===== src/hw/rtl/mbps_fifo.sv =====
module mbps_fifo #(
  parameter int unsigned WIDTH = 8,
  parameter int unsigned DEPTH = 4
) (
  input  logic             clk_i,
  input  logic             rst_ni,
  input  logic             push_i,
  input  logic [WIDTH-1:0] wdata_i,
  output logic             full_o,
  input  logic             pop_i,
  output logic [WIDTH-1:0] rdata_o,
  output logic             empty_o
);

  localparam int unsigned PW = $clog2(DEPTH);
  localparam int unsigned NW = $clog2(DEPTH + 1);

  logic [WIDTH-1:0] mem_q [DEPTH];
  logic [PW-1:0]    wptr_q, wptr_d, rptr_q, rptr_d;
  logic [NW-1:0]    cnt_q, cnt_d;
  logic             do_push, do_pop;

  assign full_o  = (cnt_q == NW'(DEPTH));
  assign empty_o = (cnt_q == '0);
  assign do_push = push_i && !full_o;
  assign do_pop  = pop_i && !empty_o;
  assign rdata_o = mem_q[rptr_q];

  // Pointer and fill count update.
  always_comb begin
    wptr_d = wptr_q;
    rptr_d = rptr_q;
    cnt_d  = cnt_q;
    if (do_push) begin
      wptr_d = (wptr_q == PW'(DEPTH - 1)) ? '0 : wptr_q + PW'(1);
    end
    if (do_pop) begin
      rptr_d = (rptr_q == PW'(DEPTH - 1)) ? '0 : rptr_q + PW'(1);
    end
    if (do_push && !do_pop) begin
      cnt_d = cnt_q + NW'(1);
    end else if (do_pop && !do_push) begin
      cnt_d = cnt_q - NW'(1);
    end
  end

  always_ff @(posedge clk_i or negedge rst_ni) begin
    if (!rst_ni) begin
      wptr_q <= '0;
      rptr_q <= '0;
      cnt_q  <= '0;
    end else begin
      wptr_q <= wptr_d;
      rptr_q <= rptr_d;
      cnt_q  <= cnt_d;
    end
  end

  // Storage needs no reset.
  always_ff @(posedge clk_i) begin
    if (do_push) begin
      mem_q[wptr_q] <= wdata_i;
    end
  end

endmodule


===== config.mk =====
export PLATFORM = sky130hd
export DESIGN_NAME = mbps_fifo
export DESIGN_NICKNAME = d
export VERILOG_FILES = /design/src/hw/rtl/mbps_fifo.sv
export SDC_FILE = /design/constraint.sdc
export NUM_CORES = 1
export LEC_CHECK = 0
export ABC_CLOCK_PERIOD_IN_PS = 2100
export CAP_MARGIN = 20
export CORE_MARGIN = 2
export CORE_UTILIZATION = 45
export DETAILED_ROUTE_END_ITERATION = 12
export DONT_BUFFER_PORTS = 1
export PLACE_DENSITY = 0.63
export SLEW_MARGIN = 20
export SYNTH_ARGS = -nofsm -noshare
export SYNTH_HDL_FRONTEND = slang
export SYNTH_SLANG_ARGS = --single-unit

===== constraint.sdc =====
create_clock -name clk_i -period 2.1 [get_ports clk_i]
set_clock_uncertainty 0.2 [all_clocks]
set_input_delay 0.21 -clock clk_i [delete_from_list [all_inputs] [get_ports clk_i]]
set_output_delay 0.21 -clock clk_i [all_outputs]
set_load 0.005 [all_outputs]

==> reports/qor.yml <==
cells_and_area:
  drive_gt1_share_pct: 42.72
  final.fill_count: 260
  seqCellArea_um2: 1141
  nets: 121
  multiInputGateArea_um2: 479.2
  antennaDiodeCount: 0
  syn_to_final_growth_pct: 19.77
  fin_area_um2: 1941
  fin_cells: 149
global_routing:
  grt.total_usage_pct: 13.62
  grt_pass1_wl_mm: 3.898
  grt_pass1_vias: 765
  grt_max_degree: 14
  overflow: 0
  antenna_found_initial: 0
clock_network:
  cts_made_buffers: 5
  clk_latency_ns: 0.33
  clkSlewWorstSetupHoldPaths_ns: 0.12
  tritoncts: "yes"
  clock_sinks: 39
  root_buffer: "clkbuf_4"
  htree_levels: 2
  clk_path_buf_depth: 2
timing:
  timing.final.crit_share_pct: 96.82
  fin_ws_ns: 0.06675
  rsz0062_at_grt: "yes"
  worst_pin_slew_ns: 0.4382
  whs_ns: 0.1309
  fmax_mhz: 491.8
  relSlewSlack_pct: 70.78
  setup_violations: 0
  hold_viol_final: 0
  finalCriticalPeriod_ns: 2.033
  finalMaxSlewViolations: 0
synthesis:
  synth_cells: 79
  yosysSeqAreaShare_pct: 70.12
  yosysUniqueCellTypes: 19
  synth.yosys.warnings: 0
  syn_nets: 98
  async_flop_share_pct: 17.95
  synth.cell_area_um2: 1620
  yosys.area.top_type: "edfxtp_1"
  avgSynthCellArea_um2: 20.51
  yosysMostFrequentCell: "edfxtp_1"
  ys_ff_latch: 39
  synth.area.top_cells: "edfxtp_1 (59%), mux4_2 (11%), dfrtp_1 (11%)"
  synth_ff_type: "edfxtp_1"
  synth-edff-count: 32
  synth_common_cells: "edfxtp_1 (32), mux4_2 (8), dfrtp_1 (7)"
  synth_top_area_share_pct: 59.31
die:
  initial_core_util_pct: 47.80
  rows: 21
  coreArea_um2: 3390
  die_area_um2: 4097
  io_pins: 22
  die_x_um: 64.01
  die_y_um: 64.01
setup_path:
  cp.required_ns: 2.16
  worst_setup_path_start_kind: "flop"
  crit_type: "reg -> reg"
  critPathArrivalTime_ns: 2.09
  critPathMaxFanout: 3
  endpoint_kind: "flop"
placed_design:
  dp.cells: 126
  place_congestion: 0.6898
  numPortBuffers: 0
  place_hpwl_mm: 1.618
  place_area_um2: 1693
  place_ws_ns: -0.1094
routing:
  first_pass_iters: 4
  ant_nets: 0
  via_count: 727
  first_iter_violations: 72
  drc: 0
  wirelength_mm: 2.377
  vias_per_cell: 4.879
  wire_per_inst_um: 15.95
status:
  outcome: "completed"
pwr:
  ir_worst_vdd_uv: 734.8
  leakage_nw: 0.6983
  total_power_mw: 2.520
  p_per_area_nw_per_um2: 1299
run:
  max_cap_violations: 0
hold_path:
  hp-class: "in -> reg"
-- final cells by class --
cell class,instances,area share (%)
Clock inverter,3,2.257
Clock buffer,5,1.934
Multi-Input combinational cell,34,24.69
Sequential cell,39,58.80
Inverter,3,0.5803
Timing Repair Buffer,19,8.769
Tap cell,46,2.966
-- flip-flops by register name (all words and copies together) (netlist names) --
register / flops
rptr_q: 2
wptr_q: 2
cnt_q: 3
mem_q: 32
-- per-stage QoR --
stage | utilization, % | TNS [ns]
global placement | 49.94 | 0
detailed placement | 49.94 | -0.1358
global route | 57.25 | -0.03963
CTS | 56.26 | 0
floorplan | - | 0
finish | 57.25 | 0
-- routing by layer --
metal  global-route usage (%)  share of wire, %  wire [µm]
met1                    17.35                45       1069
met2                    21.35                49       1176
met3                    4.049               4.8        115
met4                    6.522              0.63         15
met5                        0                 0          0
-- final timing paths --
check	slack [ns]	cells after the start	to	start
setup / recovery	0.07	8	cnt_q[2]	cnt_q[2]
hold / removal	0.13	3	cnt_q[0]	push_i
setup reg to reg	0.07	8	cnt_q[2]	cnt_q[2]
hold reg to reg	0.32	1	cnt_q[2]	cnt_q[2]
max in group asynchronous	0.90	2	cnt_q[2]	rst_ni
min in group asynchronous	0.53	2	cnt_q[1]	rst_ni
-- power breakdown --
part | internal (mW) | switching, mW
Combinational | 0.472 | 0.310
Sequential | 1.05 | 0.193
Clock | 0.251 | 0.241
Total | 1.78 | 0.744
-- cell usage in the layout, fill, tap and decap left out, drive strengths merged --
| cell | instances |
|---|---|
| nor3b | 1 |
| xor2 | 2 |
| fa | 1 |
| nor2b | 1 |
| nor2 | 3 |
| dfrtp | 7 |
| ha | 6 |
| edfxtp | 32 |
| inv | 3 |
| and2 | 4 |
| clkinv | 2 |
| nand2b | 1 |
| buf | 8 |
| mux2 | 5 |
| xnor2 | 1 |
| clkbuf | 5 |
| bufinv | 1 |
| nor3 | 1 |
| dlygate4sd3 | 11 |
| mux4 | 8 |
-- kinds of logic after synthesis --
kind of cell	count (synthesis)	synth area share (%)
flops	39	70.12
mux	13	15.06
simple gates	11	5.405
fa+ha+maj	7	5.869
buf+inv	6	1.930
xor+xnor	3	1.622
-- worst max-delay path, stage by stage, from the launching register on --
cell	delay, ns
dfrtp_2	0.45
nor3b_4	0.17
nor2b_2	0.19
ha_4	0.18
inv_2	0.03
fa_2	0.33
xor2_1	0.15
nor2_1	0.12
xor2_1	0.14
-- timing repair --
item,in CTS,in global routing
gates cloned,0,0
setup buffers,1,3
hold endpoints to repair,42,0
pin swaps,1,3
hold buffers,11,0
gates resized for setup,6,3
endpoints found under the setup margin,10,2
No activity file was read; power rests on OpenSTA's default activity.
