File: src/hw/rtl/mbps_pkg.sv
package mbps_pkg;

  // Default signature capacity in bytes.
  localparam int unsigned MAX_SIGNATURE_DEFAULT = 128;

  // Depths of the command queue and of the result queue.
  localparam int unsigned CMD_FIFO_DEPTH = 4;
  localparam int unsigned RES_FIFO_DEPTH = 2;

  // Configuration register indexes.
  typedef enum logic [1:0] {
    CFG_PATTERN_LENGTH  = 2'd0,
    CFG_SEARCH_BACKWARD = 2'd1,
    CFG_USE_MASK        = 2'd2
  } cfg_idx_e;

  // Command kinds handed from the front to the back.
  typedef enum logic {
    CMD_LOAD = 1'b0,
    CMD_SCAN = 1'b1
  } cmd_e;

  // Back end sequencer states.
  typedef enum logic {
    ST_RUN     = 1'b0,
    ST_REBUILD = 1'b1
  } back_state_e;

  typedef struct packed {
    logic [7:0] pattern_length;
    logic       search_backward;
    logic       use_mask;
  } cfg_t;

  typedef struct packed {
    cmd_e        kind;
    logic [6:0]  entry_index;
    logic [7:0]  pattern_byte;
    logic [7:0]  mask_byte;
    logic [7:0]  data_byte;
    logic [31:0] byte_address;
    logic        last_byte;
  } cmd_t;

  typedef struct packed {
    logic        found;
    logic [31:0] match_address;
  } res_t;

  localparam int unsigned CMD_W = $bits(cmd_t);
  localparam int unsigned RES_W = $bits(res_t);

endpackage

File: src/hw/rtl/mbps_fifo.sv
module mbps_fifo #(
  parameter int unsigned WIDTH = 8,
  parameter int unsigned DEPTH = 4
) (
  input  logic             clk_i,
  input  logic             rst_ni,
  input  logic             push_i,
  input  logic [WIDTH-1:0] wdata_i,
  output logic             full_o,
  input  logic             pop_i,
  output logic [WIDTH-1:0] rdata_o,
  output logic             empty_o
);

  localparam int unsigned PW = $clog2(DEPTH);
  localparam int unsigned NW = $clog2(DEPTH + 1);

  logic [WIDTH-1:0] mem_q [DEPTH];
  logic [PW-1:0]    wptr_q, wptr_d, rptr_q, rptr_d;
  logic [NW-1:0]    cnt_q, cnt_d;
  logic             do_push, do_pop;

  assign full_o  = (cnt_q == NW'(DEPTH));
  assign empty_o = (cnt_q == '0);
  assign do_push = push_i && !full_o;
  assign do_pop  = pop_i && !empty_o;
  assign rdata_o = mem_q[rptr_q];

  // Pointer and fill count update.
  always_comb begin
    wptr_d = wptr_q;
    rptr_d = rptr_q;
    cnt_d  = cnt_q;
    if (do_push) begin
      wptr_d = (wptr_q == PW'(DEPTH - 1)) ? '0 : wptr_q + PW'(1);
    end
    if (do_pop) begin
      rptr_d = (rptr_q == PW'(DEPTH - 1)) ? '0 : rptr_q + PW'(1);
    end
    if (do_push && !do_pop) begin
      cnt_d = cnt_q + NW'(1);
    end else if (do_pop && !do_push) begin
      cnt_d = cnt_q - NW'(1);
    end
  end

  always_ff @(posedge clk_i or negedge rst_ni) begin
    if (!rst_ni) begin
      wptr_q <= '0;
      rptr_q <= '0;
      cnt_q  <= '0;
    end else begin
      wptr_q <= wptr_d;
      rptr_q <= rptr_d;
      cnt_q  <= cnt_d;
    end
  end

  // Storage needs no reset.
  always_ff @(posedge clk_i) begin
    if (do_push) begin
      mem_q[wptr_q] <= wdata_i;
    end
  end

endmodule

File: src/hw/rtl/mbps_front.sv
module mbps_front #(
  parameter int unsigned MAX_SIGNATURE = mbps_pkg::MAX_SIGNATURE_DEFAULT
) (
  input  logic           clk_i,
  input  logic           rst_ni,
  input  logic           push,
  output logic           full,
  input  logic           operation_i,
  input  logic [6:0]     entry_index_i,
  input  logic [7:0]     pattern_byte_i,
  input  logic [7:0]     mask_byte_i,
  input  logic [7:0]     data_byte_i,
  input  logic [31:0]    byte_address_i,
  input  logic           last_byte_i,
  output mbps_pkg::cmd_t cmd_o,
  output logic           cmd_valid_o,
  input  logic           cmd_pop_i
);

  import mbps_pkg::*;

  cmd_t             cmd_in;
  logic             accept;
  logic             keep;
  logic             q_empty;
  logic [CMD_W-1:0] q_rdata;

  // Classify the incoming word; loads beyond the table are dropped here.
  always_comb begin
    cmd_in.kind         = operation_i ? CMD_SCAN : CMD_LOAD;
    cmd_in.entry_index  = entry_index_i;
    cmd_in.pattern_byte = pattern_byte_i;
    cmd_in.mask_byte    = mask_byte_i;
    cmd_in.data_byte    = data_byte_i;
    cmd_in.byte_address = byte_address_i;
    cmd_in.last_byte    = last_byte_i;
  end

  assign accept = push && !full;
  assign keep   = operation_i || (32'(entry_index_i) < 32'(MAX_SIGNATURE));

  // Command queue between the front and the back.
  mbps_fifo #(
    .WIDTH (CMD_W),
    .DEPTH (CMD_FIFO_DEPTH)
  ) u_cmd_fifo (
    .clk_i   (clk_i),
    .rst_ni  (rst_ni),
    .push_i  (accept && keep),
    .wdata_i (cmd_in),
    .full_o  (full),
    .pop_i   (cmd_pop_i),
    .rdata_o (q_rdata),
    .empty_o (q_empty)
  );

  assign cmd_o       = cmd_t'(q_rdata);
  assign cmd_valid_o = !q_empty;

endmodule

File: config.mk
export PLATFORM = sky130hd
export DESIGN_NAME = mbps_front
export DESIGN_NICKNAME = d
export VERILOG_FILES = /design/src/hw/rtl/mbps_pkg.sv /design/src/hw/rtl/mbps_fifo.sv /design/src/hw/rtl/mbps_front.sv
export SDC_FILE = /design/constraint.sdc
export NUM_CORES = 1
export LEC_CHECK = 0
export ABC_AREA = 1
export ABC_CLOCK_PERIOD_IN_PS = 4100
export BUFFER_PORTS_ARGS = -buffer_cell sky130_fd_sc_hd__buf_2
export CAP_MARGIN = 20
export CORE_ASPECT_RATIO = 0.5
export CORE_MARGIN = 3
export CORE_UTILIZATION = 45
export CTS_CLUSTER_DIAMETER = 120
export DETAILED_ROUTE_END_ITERATION = 16
export PLACE_DENSITY = 0.67
export SYNTH_ARGS = -nofsm -noshare
export SYNTH_HDL_FRONTEND = slang
export SYNTH_SLANG_ARGS = --single-unit
File: constraint.sdc
create_clock -name clk_i -period 4.1 [get_ports clk_i]
set_clock_uncertainty 0.05 [all_clocks]
set_input_delay 0.205 -clock clk_i [delete_from_list [all_inputs] [get_ports clk_i]]
set_output_delay 0.205 -clock clk_i [all_outputs]
set_load 0.005 [all_outputs]
==> qor.csv <==
metric,value,unit
maximum VDD drop,0.000444,V
Main synth FF type,edfxtp_1,
H-tree Lvls,1,
Detailed Routing Iterations Pass 1,4,
Synth Register Bits,267,
number of library cell types mapped by synthesis,18,
reg2reg path depth,5,
die area,0.0262,sq mm
PwrDens,667,mW/mm^2
first-pass GRT wire length,34.5,mm
vias per std cell,4.91,
IO Port Bufs,135,
Buf/Inv on CP,2,
Post-synth top cells,"edfxtp_1 (260), nand2_1 (210), inv_1 (144), o211ai_1 (114), buf_6 (19)",
top-area cell type share of the netlist area,71.7,%
"Cell Area, Placed",0.0118,sq mm
Total GRT Usage,16.6,%
max_cap viols,0,
antenna violations before repair,0,
critical path data arrival time,2.45,ns
Hold EP,u_cmd_fifo.mem_q[0][29]$_DFFE_PP_,
worst skew pair latency,0.50,ns
IO Count,136,
Worst Setup End Kind,output port,
top-count cell post-synth,edfxtp_1,
Synth Area per Inst,13.3,sq um
CTS tree,built,
Worst Tran Pin Value,0.919,ns
# placed instances,1228,
First DRT Iteration DRCs,402,
Synth Instances,818,
ratio of cells with drive above 1 in the final layout,19.5,%
relative slew slack,38.7,%
final std cells w/o fill,1342,
Worst setup SP type,flop,
Hold WC Path Type,in2reg,
critical path's largest stage delay,0.95,ns
worst-path maximum fanout,78,
design area,0.0132,sq mm
mapped cell area,0.0109,sq mm
final routed DRC violation total,0,
die height,116,microns
CP top delay family,flip-flops,
logic depth of the worst setup path including buffers,5,
slowest CP cell,dfrtp_4,
diodes inserted,0,
RR Endpoint,u_cmd_fifo.mem_q[3][43]$_DFFE_PP_,
Clock Tree Buf Depth,3,
sequential area share after synthesis,73.3,%
vias in the first global route,6670,
row count,39,
"Cell Chain, Critical Path",buf_4 > nand2_1 > o211ai_1 > nand2_1 > buf_2,
Min-Delay Path Depth,2,
number of buffers created by CTS,24,
Post-Syn Nets,894,
status,completed,
starting density of the core,46.8,%
CP Data Required Time,3.85,ns
worst hold start,byte_address_i[28],
crit path kind,reg2out,
Final Net Count,1093,
final worst path period share,66.0,%
root buf cell,clkbuf_16,
Post-DRT Antenna Nets,0,
largest net degree at the start of global routing,112,
P&R area growth vs syn,21.7,%
wire length per cell,16.2,microns
Area contributors post-synth,"edfxtp_1 (72%), o211ai_1 (7.9%), nand2_1 (7.2%), inv_1 (5.0%), buf_6 (2.0%)",
HPWL Detailed,12.6,mm
final setup fails,0,
CTS clock-pin slew for the worst setup and hold paths,0.07,ns
Fmax,0.370,GHz
total gr overflow,0,
core area,0.0233,sq mm
setup TNS,0,ns
min Tclk post-route,2.71,ns
GP Congestion,0.766,
R2R Path Start,u_cmd_fifo.cnt_q[0]$_DFFE_PN0P_,
post-synth top area cell,edfxtp_1,
final slew viol count,0,
filler cell count,1807,
Total Wirelength,21.8,mm
R2R setup slack,1.65,ns
warning count from the yosys run,0,
Via Count,6595,
Die Width,226,microns
critical path's most frequent cell,nand2_1,
LEAKAGE,5.28,nW
Post-synth EDFFs,260,
Sink Count,267,
RSZ-0062 raised after global routing,no,
Async SR Flop Fraction,2.62,%
"Hold Vio Cnt, Final",0,
==> sequential cells by signal, summed over array words and instances, names as in the netlist <==
| name | count |
|---|---|
| u_cmd_fifo.cnt_q | 3 |
| u_cmd_fifo.rptr_q | 2 |
| u_cmd_fifo.wptr_q | 2 |
| u_cmd_fifo.mem_q | 260 |
==> layer usage <==
layer	share of wire, %	vias up	track usage (%)
met5	0	-	0
met4	2.3	0	4.52
met3	4.3	44	2.89
met2	49	135	28.9
met1	44	3188	22.0
li1	-	3228	-
==> how the worst max path moves through the flow <==
stage	startpoint	slack, ns	to
2_1_floorplan	u_cmd_fifo.cnt_q[0]$_DFFE_PN0P_	0.11	u_cmd_fifo.mem_q[0][0]$_DFFE_PP_
6_report	u_cmd_fifo.rptr_q[0]$_DFFE_PN0P_	1.39	cmd_o[12]
5_1_grt	u_cmd_fifo.rptr_q[0]$_DFFE_PN0P_	1.22	cmd_o[36]
4_1_cts	u_cmd_fifo.rptr_q[0]$_DFFE_PN0P_	1.38	cmd_o[40]
3_5_place_dp	u_cmd_fifo.cnt_q[0]$_DFFE_PN0P_	1.66	u_cmd_fifo.mem_q[3][44]$_DFFE_PP_
3_3_place_gp	u_cmd_fifo.cnt_q[0]$_DFFE_PN0P_	1.72	u_cmd_fifo.mem_q[3][44]$_DFFE_PP_
==> worst register-to-register path, stage by stage, from the launching register on <==
cell	delay, ns
dfrtp_1	0.40
inv_1	0.09
nand3_1	0.16
nand2_1	0.30
nor2_4	0.75
buf_12	0.35
==> stage by stage <==
step	worst slack (ns)	utilization, %	total power [mW]	hold slack, ns
final	1.39	56.9	8.84	0.392
after CTS	1.38	56.9	8.94	0.377
after global routing	1.22	56.9	9.41	0.385
after floorplan	0.108	-	5.72	-0.141
after global placement	1.72	50.5	6.57	-0.00338
after detailed placement	1.66	50.5	6.66	0.00222
==> repair_timing <==
item,in CTS,in global routing
setup buffers,0,0
hold buffers,70,0
hold endpoints to repair,271,0
setup endpoints to repair,0,0
resized for setup,0,0
==> kinds of logic (layout without fill, tap and decap cells) <==
group	Yosys count	count (layout)	share of synthesized area, %
and+or+nand+nor	224	224	7.83
xor gates and xnor gates	1	1	0.0805
DFF	267	267	73.3
adders and majority gates	7	7	0.873
buffers and inverters	188	405	8.15
AOI/OAI and AO/OA	131	131	9.75
==> cell usage in the layout (no fill, tap or decap), types with 4 or more instances in the layout <==
cell           count
buf_2            135
buf_4              8
clkbuf_1           4
clkbuf_16         25
clkinv_1           7
dfrtp_1            5
dlygate4sd3_1     70
edfxtp_1         260
ha_1               6
inv_1            144
nand2_1          210
nand3_1            7
nor2_4             4
o211ai_1         114
o211ai_2          16
==> report_power, final <==
group	internal, mW	switching (mW)
sequential	3.58	0.239
clock	1.30	0.926
combinational	1.02	1.76
==> layout make-up <==
| cell class | instances | area (sq um) | area share (%) |
|---|---|---|---|
| repair buffers | 216 | 1500 | 11.3 |
| multi-input cells | 363 | 2050 | 15.5 |
| inverters | 145 | 544 | 4.11 |
| flip-flops and latches | 267 | 7990 | 60.3 |
| clock buffers | 29 | 641 | 4.84 |
| well taps | 307 | 384 | 2.90 |
| clock inverters | 15 | 146 | 1.11 |
Note: power is estimated with default switching activity, not from simulation.
